### config.mk
export PLATFORM = sky130hd
export DESIGN_NAME = synth_voice_allocator_core
export DESIGN_NICKNAME = d
export VERILOG_FILES = /design/src/svalloc_pkg.sv /design/src/synth_voice_allocator_core.sv
export SDC_FILE = /design/constraint.sdc
export NUM_CORES = 2
export LEC_CHECK = 0
export ABC_CLOCK_PERIOD_IN_PS = 10500
export BUFFER_PORTS_ARGS = -buffer_cell sky130_fd_sc_hd__buf_2
export CAP_MARGIN = 15
export CORE_ASPECT_RATIO = 1.5
export CORE_UTILIZATION = 40
export DETAILED_ROUTE_END_ITERATION = 12
export GPL_ROUTABILITY_DRIVEN = 0
export PLACE_DENSITY = 0.62
export SETUP_SLACK_MARGIN = 0.4
export SLEW_MARGIN = 40
export SYNTH_ARGS = -nofsm -noshare
export SYNTH_HDL_FRONTEND = slang
export SYNTH_SLANG_ARGS = --single-unit
### constraint.sdc
create_clock -name clk -period 10.5 [get_ports clk]
set_clock_uncertainty 0.1 [all_clocks]
set_input_delay 2.1 -clock clk [delete_from_list [all_inputs] [get_ports clk]]
set_output_delay 2.1 -clock clk [all_outputs]
set_load 0.005 [all_outputs]
### src/svalloc_pkg.sv
package svalloc_pkg;

    typedef enum logic [1:0] {
        REQ_NOTE_ON  = 2'd0,
        REQ_NOTE_OFF = 2'd1,
        REQ_ALL_OFF  = 2'd2,
        REQ_STATUS   = 2'd3
    } req_t;

    typedef enum logic [2:0] {
        ST_IDLE,
        ST_SCAN,
        ST_STAT_RD,
        ST_STAT_WR,
        ST_PICK,
        ST_EMIT
    } state_t;

    typedef struct packed {
        logic        on;
        logic        rel;
        logic        drone;
        logic [31:0] note;
        logic [15:0] level;
        logic [31:0] stamp;
    } voice_t;

endpackage

### src/synth_voice_allocator_core.sv
// Voice allocator for a polyphonic synthesizer. Every voice entry (flags, note id, level and
// age stamp) lives in a single synchronous memory with a registered read. Each accepted word
// yields exactly one result word. A note on, a note off or an all off walks the memory one entry per
// cycle, then a note on writes the picked entry in ST_PICK before its result is emitted; a
// status update is a read-modify-write of one entry (ST_STAT_RD, then ST_STAT_WR), skipped
// when the index lies outside the table. Input acceptance reopens in ST_IDLE, once the result
// is produced. A result waits in an output register, so the next word may be accepted while
// it is still pending; a second result stalls the block until the first is taken. Entries
// read as zero until first written, tracked by one valid flip-flop per voice that reset
// clears, so there is no clearing pass after reset.
module synth_voice_allocator_core #(
    parameter int VOICES = 16
) (
    input  logic               clk,
    input  logic               rst_n,
    input  logic               in_valid,
    output logic               in_ready,
    input  logic [1:0]         req_type,
    input  logic signed [31:0] note_id,
    input  logic               hold_flag,
    input  logic [3:0]         status_voice,
    input  logic               status_active,
    input  logic               status_releasing,
    input  logic [15:0]        status_level,
    output logic               out_valid,
    input  logic               out_ready,
    output logic [3:0]         chosen_voice,
    output logic               retrigger,
    output logic               stolen,
    output logic [15:0]        released_mask
);
    import svalloc_pkg::*;

    localparam int IDX_W = (VOICES > 1) ? $clog2(VOICES) : 1;
    localparam int CNT_W = $clog2(VOICES + 1);
    localparam logic [CNT_W-1:0] LAST_CNT = CNT_W'(VOICES);

    state_t state_reg, state_next;

    // Accepted word.
    req_t              req_reg;
    logic [31:0]       id_reg;
    logic              hold_reg;
    logic [IDX_W-1:0]  sv_reg;
    logic              sa_reg;
    logic              sr_reg;
    logic [15:0]       sl_reg;

    // Scan address and the stage that receives the read data.
    logic [CNT_W-1:0]  idx_reg;
    logic              p_vld_reg;
    logic [IDX_W-1:0]  p_addr_reg;
    logic              p_ok_reg;

    // Voice memory and its valid bits.
    voice_t            mem [VOICES];
    voice_t            rd_data_reg;
    voice_t            cur;
    logic [VOICES-1:0] vld_reg;
    logic              mem_re;
    logic [IDX_W-1:0]  mem_ra;
    logic              mem_we;
    logic [IDX_W-1:0]  mem_wa;
    voice_t            mem_wd;

    // Candidate trackers for a note on.
    logic              match_found_reg, free_found_reg, rel_found_reg;
    logic              nd_found_reg, old_found_reg;
    logic [IDX_W-1:0]  match_idx_reg, free_idx_reg, rel_idx_reg, nd_idx_reg, old_idx_reg;
    logic [15:0]       rel_level_reg;
    logic [31:0]       rel_stamp_reg, nd_stamp_reg, old_stamp_reg;
    logic              upd_match, upd_free, upd_rel, upd_nd, upd_old;
    logic              on_data, off_data, off_hit;
    logic [IDX_W-1:0]  pick_idx;

    logic [31:0]       stamp_reg;

    // Result of the word in work and the output register.
    logic [IDX_W-1:0]  res_voice_reg;
    logic              res_retrig_reg;
    logic              res_stolen_reg;
    logic [15:0]       mask_reg;
    logic              out_valid_reg;
    logic [3:0]        out_voice_reg;
    logic              out_retrig_reg;
    logic              out_stolen_reg;
    logic [15:0]       out_mask_reg;

    logic              accept;
    logic              emit;
    logic              stat_in_range;

    assign accept        = in_valid && in_ready;
    assign emit          = (state_reg == ST_EMIT) && (!out_valid_reg || out_ready);
    assign stat_in_range = 32'(status_voice) < VOICES;

    assign cur = p_ok_reg ? rd_data_reg : '0;

    assign on_data  = (state_reg == ST_SCAN) && p_vld_reg && (req_reg == REQ_NOTE_ON);
    assign off_data = (state_reg == ST_SCAN) && p_vld_reg && (req_reg != REQ_NOTE_ON);
    assign off_hit  = off_data && cur.on && ((req_reg == REQ_ALL_OFF) || (cur.note == id_reg));

    assign upd_match = on_data && !match_found_reg && cur.on && (cur.note == id_reg);
    assign upd_free  = on_data && !free_found_reg && !cur.on;
    assign upd_rel   = on_data && cur.rel && !cur.drone &&
                       (!rel_found_reg || (cur.level < rel_level_reg) ||
                        ((cur.level == rel_level_reg) && (cur.stamp < rel_stamp_reg)));
    assign upd_nd    = on_data && !cur.drone && (!nd_found_reg || (cur.stamp < nd_stamp_reg));
    assign upd_old   = on_data && (!old_found_reg || (cur.stamp < old_stamp_reg));

    always_comb
    begin
        if (match_found_reg)
            pick_idx = match_idx_reg;
        else if (free_found_reg)
            pick_idx = free_idx_reg;
        else if (rel_found_reg)
            pick_idx = rel_idx_reg;
        else if (nd_found_reg)
            pick_idx = nd_idx_reg;
        else
            pick_idx = old_idx_reg;
    end

    // Next state.
    always_comb
    begin
        state_next = state_reg;
        case (state_reg)
            ST_IDLE:
            begin
                if (in_valid)
                begin
                    if (req_t'(req_type) == REQ_STATUS)
                        state_next = stat_in_range ? ST_STAT_RD : ST_EMIT;
                    else
                        state_next = ST_SCAN;
                end
            end
            ST_SCAN:
            begin
                if (idx_reg == LAST_CNT)
                    state_next = (req_reg == REQ_NOTE_ON) ? ST_PICK : ST_EMIT;
            end
            ST_STAT_RD: state_next = ST_STAT_WR;
            ST_STAT_WR: state_next = ST_EMIT;
            ST_PICK:    state_next = ST_EMIT;
            ST_EMIT:
            begin
                if (!out_valid_reg || out_ready)
                    state_next = ST_IDLE;
            end
            default:    state_next = ST_IDLE;
        endcase
    end

    // Handshake and memory port controls.
    always_comb
    begin
        in_ready = 1'b0;
        mem_re   = 1'b0;
        mem_ra   = idx_reg[IDX_W-1:0];
        mem_we   = 1'b0;
        mem_wa   = p_addr_reg;
        mem_wd   = cur;
        case (state_reg)
            ST_IDLE:
            begin
                in_ready = 1'b1;
            end
            ST_SCAN:
            begin
                mem_re = (idx_reg != LAST_CNT);
                // The write-back goes to the entry whose data is in the read register, never to the one being read.
                if (off_hit)
                begin
                    mem_we     = 1'b1;
                    mem_wd.rel = 1'b1;
                end
            end
            ST_STAT_RD:
            begin
                mem_re = 1'b1;
                mem_ra = sv_reg;
            end
            ST_STAT_WR:
            begin
                mem_we       = 1'b1;
                mem_wa       = sv_reg;
                mem_wd.on    = sa_reg;
                mem_wd.rel   = sr_reg;
                mem_wd.level = sl_reg;
            end
            ST_PICK:
            begin
                mem_we       = 1'b1;
                mem_wa       = pick_idx;
                mem_wd.on    = 1'b1;
                mem_wd.rel   = 1'b0;
                mem_wd.drone = hold_reg;
                mem_wd.note  = id_reg;
                mem_wd.level = '0;
                mem_wd.stamp = stamp_reg + 32'd1;
            end
            ST_EMIT:
            begin
                mem_re = 1'b0;
            end
            default:
            begin
                mem_re = 1'b0;
            end
        endcase
    end

    always_ff @(posedge clk)
    begin
        if (mem_we)
            mem[mem_wa] <= mem_wd;
        if (mem_re)
            rd_data_reg <= mem[mem_ra];
    end

    // Control state.
    always_ff @(posedge clk or negedge rst_n)
    begin
        if (!rst_n)
        begin
            state_reg       <= ST_IDLE;
            idx_reg         <= '0;
            p_vld_reg       <= 1'b0;
            vld_reg         <= '0;
            match_found_reg <= 1'b0;
            free_found_reg  <= 1'b0;
            rel_found_reg   <= 1'b0;
            nd_found_reg    <= 1'b0;
            old_found_reg   <= 1'b0;
            stamp_reg       <= '0;
            out_valid_reg   <= 1'b0;
        end
        else
        begin
            state_reg <= state_next;
            p_vld_reg <= (state_reg == ST_SCAN) && mem_re;
            if (mem_we)
                vld_reg[mem_wa] <= 1'b1;
            if (accept)
            begin
                idx_reg         <= '0;
                match_found_reg <= 1'b0;
                free_found_reg  <= 1'b0;
                rel_found_reg   <= 1'b0;
                nd_found_reg    <= 1'b0;
                old_found_reg   <= 1'b0;
            end
            else
            begin
                if ((state_reg == ST_SCAN) && mem_re)
                    idx_reg <= idx_reg + CNT_W'(1);
                if (upd_match)
                    match_found_reg <= 1'b1;
                if (upd_free)
                    free_found_reg <= 1'b1;
                if (upd_rel)
                    rel_found_reg <= 1'b1;
                if (upd_nd)
                    nd_found_reg <= 1'b1;
                if (upd_old)
                    old_found_reg <= 1'b1;
            end
            if (state_reg == ST_PICK)
                stamp_reg <= stamp_reg + 32'd1;
            if (emit)
                out_valid_reg <= 1'b1;
            else if (out_ready)
                out_valid_reg <= 1'b0;
        end
    end

    // Data path.
    always_ff @(posedge clk)
    begin
        if (accept)
        begin
            req_reg        <= req_t'(req_type);
            id_reg         <= note_id;
            hold_reg       <= hold_flag;
            sv_reg         <= IDX_W'(status_voice);
            sa_reg         <= status_active;
            sr_reg         <= status_releasing;
            sl_reg         <= status_level;
            res_voice_reg  <= '0;
            res_retrig_reg <= 1'b0;
            res_stolen_reg <= 1'b0;
            mask_reg       <= '0;
        end
        if (mem_re)
        begin
            p_addr_reg <= mem_ra;
            p_ok_reg   <= vld_reg[mem_ra];
        end
        if (upd_match)
            match_idx_reg <= p_addr_reg;
        if (upd_free)
            free_idx_reg <= p_addr_reg;
        if (upd_rel)
        begin
            rel_idx_reg   <= p_addr_reg;
            rel_level_reg <= cur.level;
            rel_stamp_reg <= cur.stamp;
        end
        if (upd_nd)
        begin
            nd_idx_reg   <= p_addr_reg;
            nd_stamp_reg <= cur.stamp;
        end
        if (upd_old)
        begin
            old_idx_reg   <= p_addr_reg;
            old_stamp_reg <= cur.stamp;
        end
        // Voices beyond the sixteenth shift out of the mask.
        if (off_hit)
            mask_reg <= mask_reg | (16'd1 << p_addr_reg);
        if (state_reg == ST_PICK)
        begin
            res_voice_reg  <= pick_idx;
            res_retrig_reg <= match_found_reg;
            res_stolen_reg <= !match_found_reg && !free_found_reg;
        end
        if (emit)
        begin
            out_voice_reg  <= 4'(res_voice_reg);
            out_retrig_reg <= res_retrig_reg;
            out_stolen_reg <= res_stolen_reg;
            out_mask_reg   <= mask_reg;
        end
    end

    assign out_valid     = out_valid_reg;
    assign chosen_voice  = out_voice_reg;
    assign retrigger     = out_retrig_reg;
    assign stolen        = out_stolen_reg;
    assign released_mask = out_mask_reg;

endmodule

== Word-level counts from Yosys, hierarchy flattened ==
Memory sizes are Yosys's and may differ from the RTL's. A register that Yosys moved wholly into a read port is not among the register bits.
Index checks and enable logic that the tools add are counted.

* Flip-flop bits (word level): 301
* RAM bits: 1328
* Bits of input ports: 61
* Output and inout port bits: 24
* Word-level logic and storage cells: 164
* Memories kept: 1

* Add/sub/neg operators: 2
* $lt $le $gt $ge: 7
* Equality and inequality tests: 14
* Shift-type cells: 1
* Multiplexer cells: 50
* Bitwise gates (word level): 2
* Reduce and logical (&&, ||, !) cells: 50

{| class="wikitable"
|+ Memories
! name !! words !! width !! rd ports !! clocked after memory_dff !! write ports !! RTL line !! source
|-
| mem || 16 || 83 || 1 || 1 || 1 || synth_voice_allocator_core.sv:56 || <nowiki>voice_t mem [VOICES];</nowiki>
|}

{| class="wikitable"
|+ Operators with widths
! kind !! number
|-
| less-than comparator 32 bit || 3
|-
| 2-to-1 mux 83 bit || 1
|-
| 2-to-1 mux 33 bit || 1
|-
| adder 32 x 1 -> 32 bit (second input constant) || 1
|-
| == test 32 bit || 1
|-
| 2-to-1 mux 16 bit || 2
|-
| 2-to-1 mux 32 bit || 1
|-
| OR 16 bit || 2
|-
| one-hot mux 16 bit (2 select lines) || 1
|-
| 2-to-1 mux 4 bit || 7
|-
| 2-to-1 mux 1 bit || 23
|-
| logical AND 1 bit || 22
|-
| nonzero test 2 bit || 10
|-
| == test 16 bit || 1
|-
| less-than comparator 16 bit || 1
|-
| << shifter 1 x 4 -> 16 bit (first input constant) || 1
|-
| one-hot mux 3 bit (5 select lines) || 1
|-
| less-than comparator 4 x 5 -> 1 bit (second input constant) || 2
|-
| 2-to-1 mux 5 bit || 2
|-
| 2-to-1 mux 3 bit || 3
|-
| zero test 1 bit || 8
|-
| one-hot mux 4 bit (2 select lines) || 1
|-
| == test 3 x 2 -> 1 bit (second input constant) || 2
|-
| == test 3 bit (second input constant) || 2
|-
| 18 further kinds || 27
|}

== Logic depth before layout (Yosys ltp) ==
* Depth in word-level cells: 10
* Mapped depth: 13
* Mapped depth without buffers: 9

== Least setup slack after synthesis ==
OpenSTA, ideal clock, no wires.

* Path kind: reg-to-reg
* Start: reg p_ok_reg
* End: reg rel_idx_reg[0] (enable)
* Library setup time: 534 ps
* Arrival time: 5878 ps
* Data required time: 9866 ps
* Slack: 3989 ps
* Stages on the path, launching flop included: 13
* Buffers on the path: 3
* Clock period less this slack: 6511 ps
* Cell sequence: edfxtp_1 -> clkbuf_1 -> clkbuf_1 -> clkbuf_1 -> and2_1 -> ha_1 -> nor2b_1 -> o21a_1 -> o21a_1 -> o21ai_0 -> a21oi_1 -> o21a_1 -> o21ai_0

{| class="wikitable"
|+ RTL lines
! element !! RTL line !! source
|-
| start: declaration || synth_voice_allocator_core.sv:53 || <nowiki>logic p_ok_reg;</nowiki>
|-
| start signal: assignment || synth_voice_allocator_core.sv:300 || <nowiki>p_ok_reg <= vld_reg[mem_ra];</nowiki>
|-
| end signal: assignment || synth_voice_allocator_core.sv:308 || <nowiki>rel_idx_reg <= p_addr_reg;</nowiki>
|-
| end: declaration || synth_voice_allocator_core.sv:69 || <nowiki>logic [IDX_W-1:0] match_idx_reg, free_idx_reg, rel_idx_reg, nd_idx_reg, old_idx_reg;</nowiki>
|}

== Final worst setup path ==
* Start: reg state_reg[0]
* End: reg, netlist name rd_data_reg[70]

* Cells in the longest elaborated chain, start to end: 2
* Elaborated cells on any way between the ends: 4
* Classes of those cells: eq/ne (2); mux (2)

{| class="wikitable"
|+ RTL lines
! element !! RTL line !! source
|-
| start: declaration || synth_voice_allocator_core.sv:38 || <nowiki>state_t state_reg, state_next;</nowiki>
|-
| start signal: assignment || synth_voice_allocator_core.sv:243 || <nowiki>state_reg <= state_next;</nowiki>
|-
| == test 3 x 2 -> 1 bit / == test 3 x 1 -> 1 bit (equally long branches) || synth_voice_allocator_core.sv:166 || <nowiki>case (state_reg)</nowiki>
|-
| one-hot mux 1 bit (2 select lines) / 2-to-1 mux 4 bit (equally long branches) || synth_voice_allocator_core.sv:166 ||
|}

Several ways; a longest one is shown, not always the timed one.
A chain may end at the register's enable or synchronous reset.

==> results.md <==
* Pwr dens at around 280 mW/mm^2
* Worst-path maximum fanout at between 150 and 200
* Final Hold Viols at 0
* Clk pin slew, worst setup/hold paths at 60 ps
* Final Cycle Share at approximately half
* Compound-Gate Fraction of Synth Area at between 5 and 6%
* Core Region at approximately 0.17 sq mm
* Seq/Total Area, Yosys at ~73%
* Vias per Instance at 5.53
* CP top delay family: buffers and inverters
* Max reg flops at 1,328
* CP Cell Sequence: nor3b_4 -> mux2i_4 -> buf_12 -> buf_4 -> buf_6 -> nand2_1 -> and3_1 -> a311oi_1 -> a311oi_1 -> a31oi_1
* Largest stage delay, worst path at between 600 and 700 ps
* IR drop worst, VDD at just over 0.0002 V
* Setup Buffers After CTS at 0
* Largest net degree at the start of global routing at 166
* Die width at around 340 microns
* CP most frequent cell: a311oi_1
* Crit end category: flip-flop
* IO Port Bufs at between 80 and 90
* CTS buffer count at roughly 160
* Setup-failing EPs final at 0
* Synthesized flop and latch total at about 1,700
* Critical-path top delay cell: a31oi_1
* Fin. max-slew vios at 0
* Vias at ~44,000
* Yosys warns at 0
* Post-DRT Antenna Nets at 0
* R2R Path Start: state_reg[0]
* Antenna violations before repair at 5
* Crit path from: state_reg[0]
* Die area at approximately 0.18 sq mm
* Post-layout util at 45.2%
* Layout area overhead at 12.0%
* Maximum clock path buffer count at 3
* CP Class: flip-flop to flip-flop
* Die height at ~500 microns
* Tot GR Track Use at between 10% and 20%
* IO Pins at 85
* Highest clock rate at between 150 and 200 MHz
* Async SR Flop Fraction at approximately 3.7%
* Post-Syn Nets at roughly 5,700
* Unrepaired setup endpoints after global routing: false
* Netlist cell types at between 50 and 60
* Post-DP HPWL at about 100,000 microns
* Post-synthesis xor/xnor area fraction at less than 1%
* Initial Util at 40.4%
* Simple-gate share of the synthesized area at between 15 and 20%
* Required time worst endpoint at around 11,000 ps
* Avg Cell Area, Syn at 12.8 sq um
* Main combinational cell family by area after synthesis: simple AND/OR/NAND/NOR gates
* Root Driver: clkbuf_16
* First-pass GRT wire length at between 200,000 and 300,000 microns
* Vias in the first global route at roughly 43,000
* # hold bufs at CTS at 0
* Sum of buffers and inverters on the critical path at 3
* Pre-antenna DRT Iters at 6
* Adder-cell share of the synthesized area at 1.95%
* Clock sinks at around 1,700
* Synthesized area at around 0.07 sq mm
* Share of layout cells above drive strength 1 at roughly 8.5%
* DRT Wirelength at 177,000 microns
* Ys flop type: edfxtp_1
* Static leakage at around 28 nW
* Row count at roughly 190
* Worst Path Arrival at 5760 ps
* Remaining DRCs at 0
* # Max-Cap Violations at 0
* Cells after Synth at 5,485
* CTS tree: done
* Post-synth EDFFs at about 1,600
* Drt initial violations at 3,660
* Worst hold path type: flip-flop to flip-flop
* Resized cells post-CTS at 0
* Setup TNS Final at 0 ps
* HP Start: res_voice_reg[3]
* DR WL/cell at roughly 22 microns
* Layout Nets at between 5,000 and 6,000
* Slew @ Worst Pin at ~950 ps
* Max-Slew Margin vs Limit at about 36%
* Final period demand of the worst path at 5380 ps
* Skew-Pair Late Insertion Delay at around 800 ps
* Remaining global-route overflow at 0
* Max H-tree Level at 4
* Mux share of post-synthesis cell area at less than 1%
* Status: complete, no violations
* Worst setup SP type: flip-flop
## Yosys cell counts, types with 16 or more instances
| cell type | instances | area (sq um) |
|---|---|---|
| edfxtp_1 | 1649 | 49500 |
| nand2_1 | 1495 | 5610 |
| nand3_1 | 734 | 3670 |
| clkbuf_1 | 239 | 897 |
| a311oi_1 | 168 | 1470 |
| inv_1 | 136 | 510 |
| ha_1 | 109 | 1360 |
| nor2_1 | 107 | 402 |
| a31oi_1 | 94 | 588 |
| and3_1 | 91 | 569 |
| buf_2 | 76 | 380 |
| dfrtp_1 | 63 | 1580 |
| a21oi_1 | 55 | 275 |
| o21ai_0 | 53 | 265 |
| and2_1 | 50 | 313 |
| xor2_1 | 41 | 359 |
| xnor2_1 | 33 | 289 |
| a21o_1 | 29 | 218 |
| nand4_1 | 26 | 163 |
| nor3_1 | 25 | 125 |
| o22ai_1 | 21 | 131 |
| o21bai_1 | 18 | 135 |
| a22o_1 | 16 | 140 |
| buf_1 | 16 | 60.1 |
| nor2b_1 | 16 | 100 |
## layout make-up
type	instances	area [sq um]
tap	2268	2840
antenna	5	12.5
multi-input combinational	3303	17500
clock buffer	201	4290
clock inverter	87	838
timing repair buffer	190	1430
inverter	138	537
sequential	1712	51100
fill	15400	95100
## stage by stage
step	std cells	hold slack [ps]	area (sq um)	worst slack, ps	total power [W]
global placement	7607	319	73100	4860	0.0164
CTS	7898	338	78400	4780	0.0223
detailed placement	7610	322	73300	4860	0.0165
finish	7904	335	78500	5120	0.0221
floorplan	5485	300	70100	3990	0.0140
global route	7900	342	78500	4840	0.0232
## path summary, 6_finish.rpt
kind / endpoint / slack [ps] / cells after the start
worst min-delay path: chosen_voice[3] / 340 / 0
min in group asynchronous: stamp_reg[10] / 1060 / 1
worst max register to register: rd_data_reg[70] / 5120 / 10
worst max-delay path: rd_data_reg[70] / 5120 / 10
worst min register to register: chosen_voice[3] / 340 / 0
max in group asynchronous: vld_reg[4] / 8430 / 2
## kinds of logic after synthesis
group                      count (synthesis)
and+or+nand+nor                         2594
adders and majority gates                109
xor gates and xnor gates                  74
muxes                                     10
DFF                                     1712
AOI/OAI and AO/OA                        516
buffers and inverters                    470
## cell usage in the layout, fill, tap and decap left out, drive strengths merged, types with 5 or more instances in the layout
cell type and count:
a22o 16, and2 50, edfxtp 1649, dfrtp 63, nand4b 10, or4 6
nor4 6, mux2i 6, nor2 107, ha 109, and3 91, o21ai 53
or3 6, o21bai 18, nand3 734, nor3 25, o211ai 12, buf 190
o22ai 21, clkbuf 201, xor2 41, xnor2 33, nand2b 11, nand4 26
o2111ai 5, a31oi 94, a21oi 56, inv 145, nand2 1495, clkinv 65
a311oi 168, or2 6, bufinv 12, a21o 29, nor2b 16, o21a 14
a211oi 8, diode 5
## power by group
group	leakage [nW]	internal (W)	switching (W)	total [W]
logic	9.53	0.00184	0.00513	0.00697
registers	16.0	0.00910	0.000311	0.00941
clock network	2.52	0.00321	0.00254	0.00574
total	28.1	0.0142	0.00798	0.0221
## worst reg2reg max path: stages (launching register included)
cell and delay [ps]:
dfrtp_1 580, nor3b_4 590, mux2i_4 500, buf_12 530, buf_4 750, buf_6 640, nand2_1 130, and3_1 180
a311oi_1 300, a311oi_1 90, a31oi_1 680
## per-layer routing
layer  wire length (microns)  track usage, %
met1                   72100            25.5
met2                   89400            34.3
met3                   10300            2.88
met4                    4760            6.18
met5                      13               0
(Power assumes the default switching activity.)
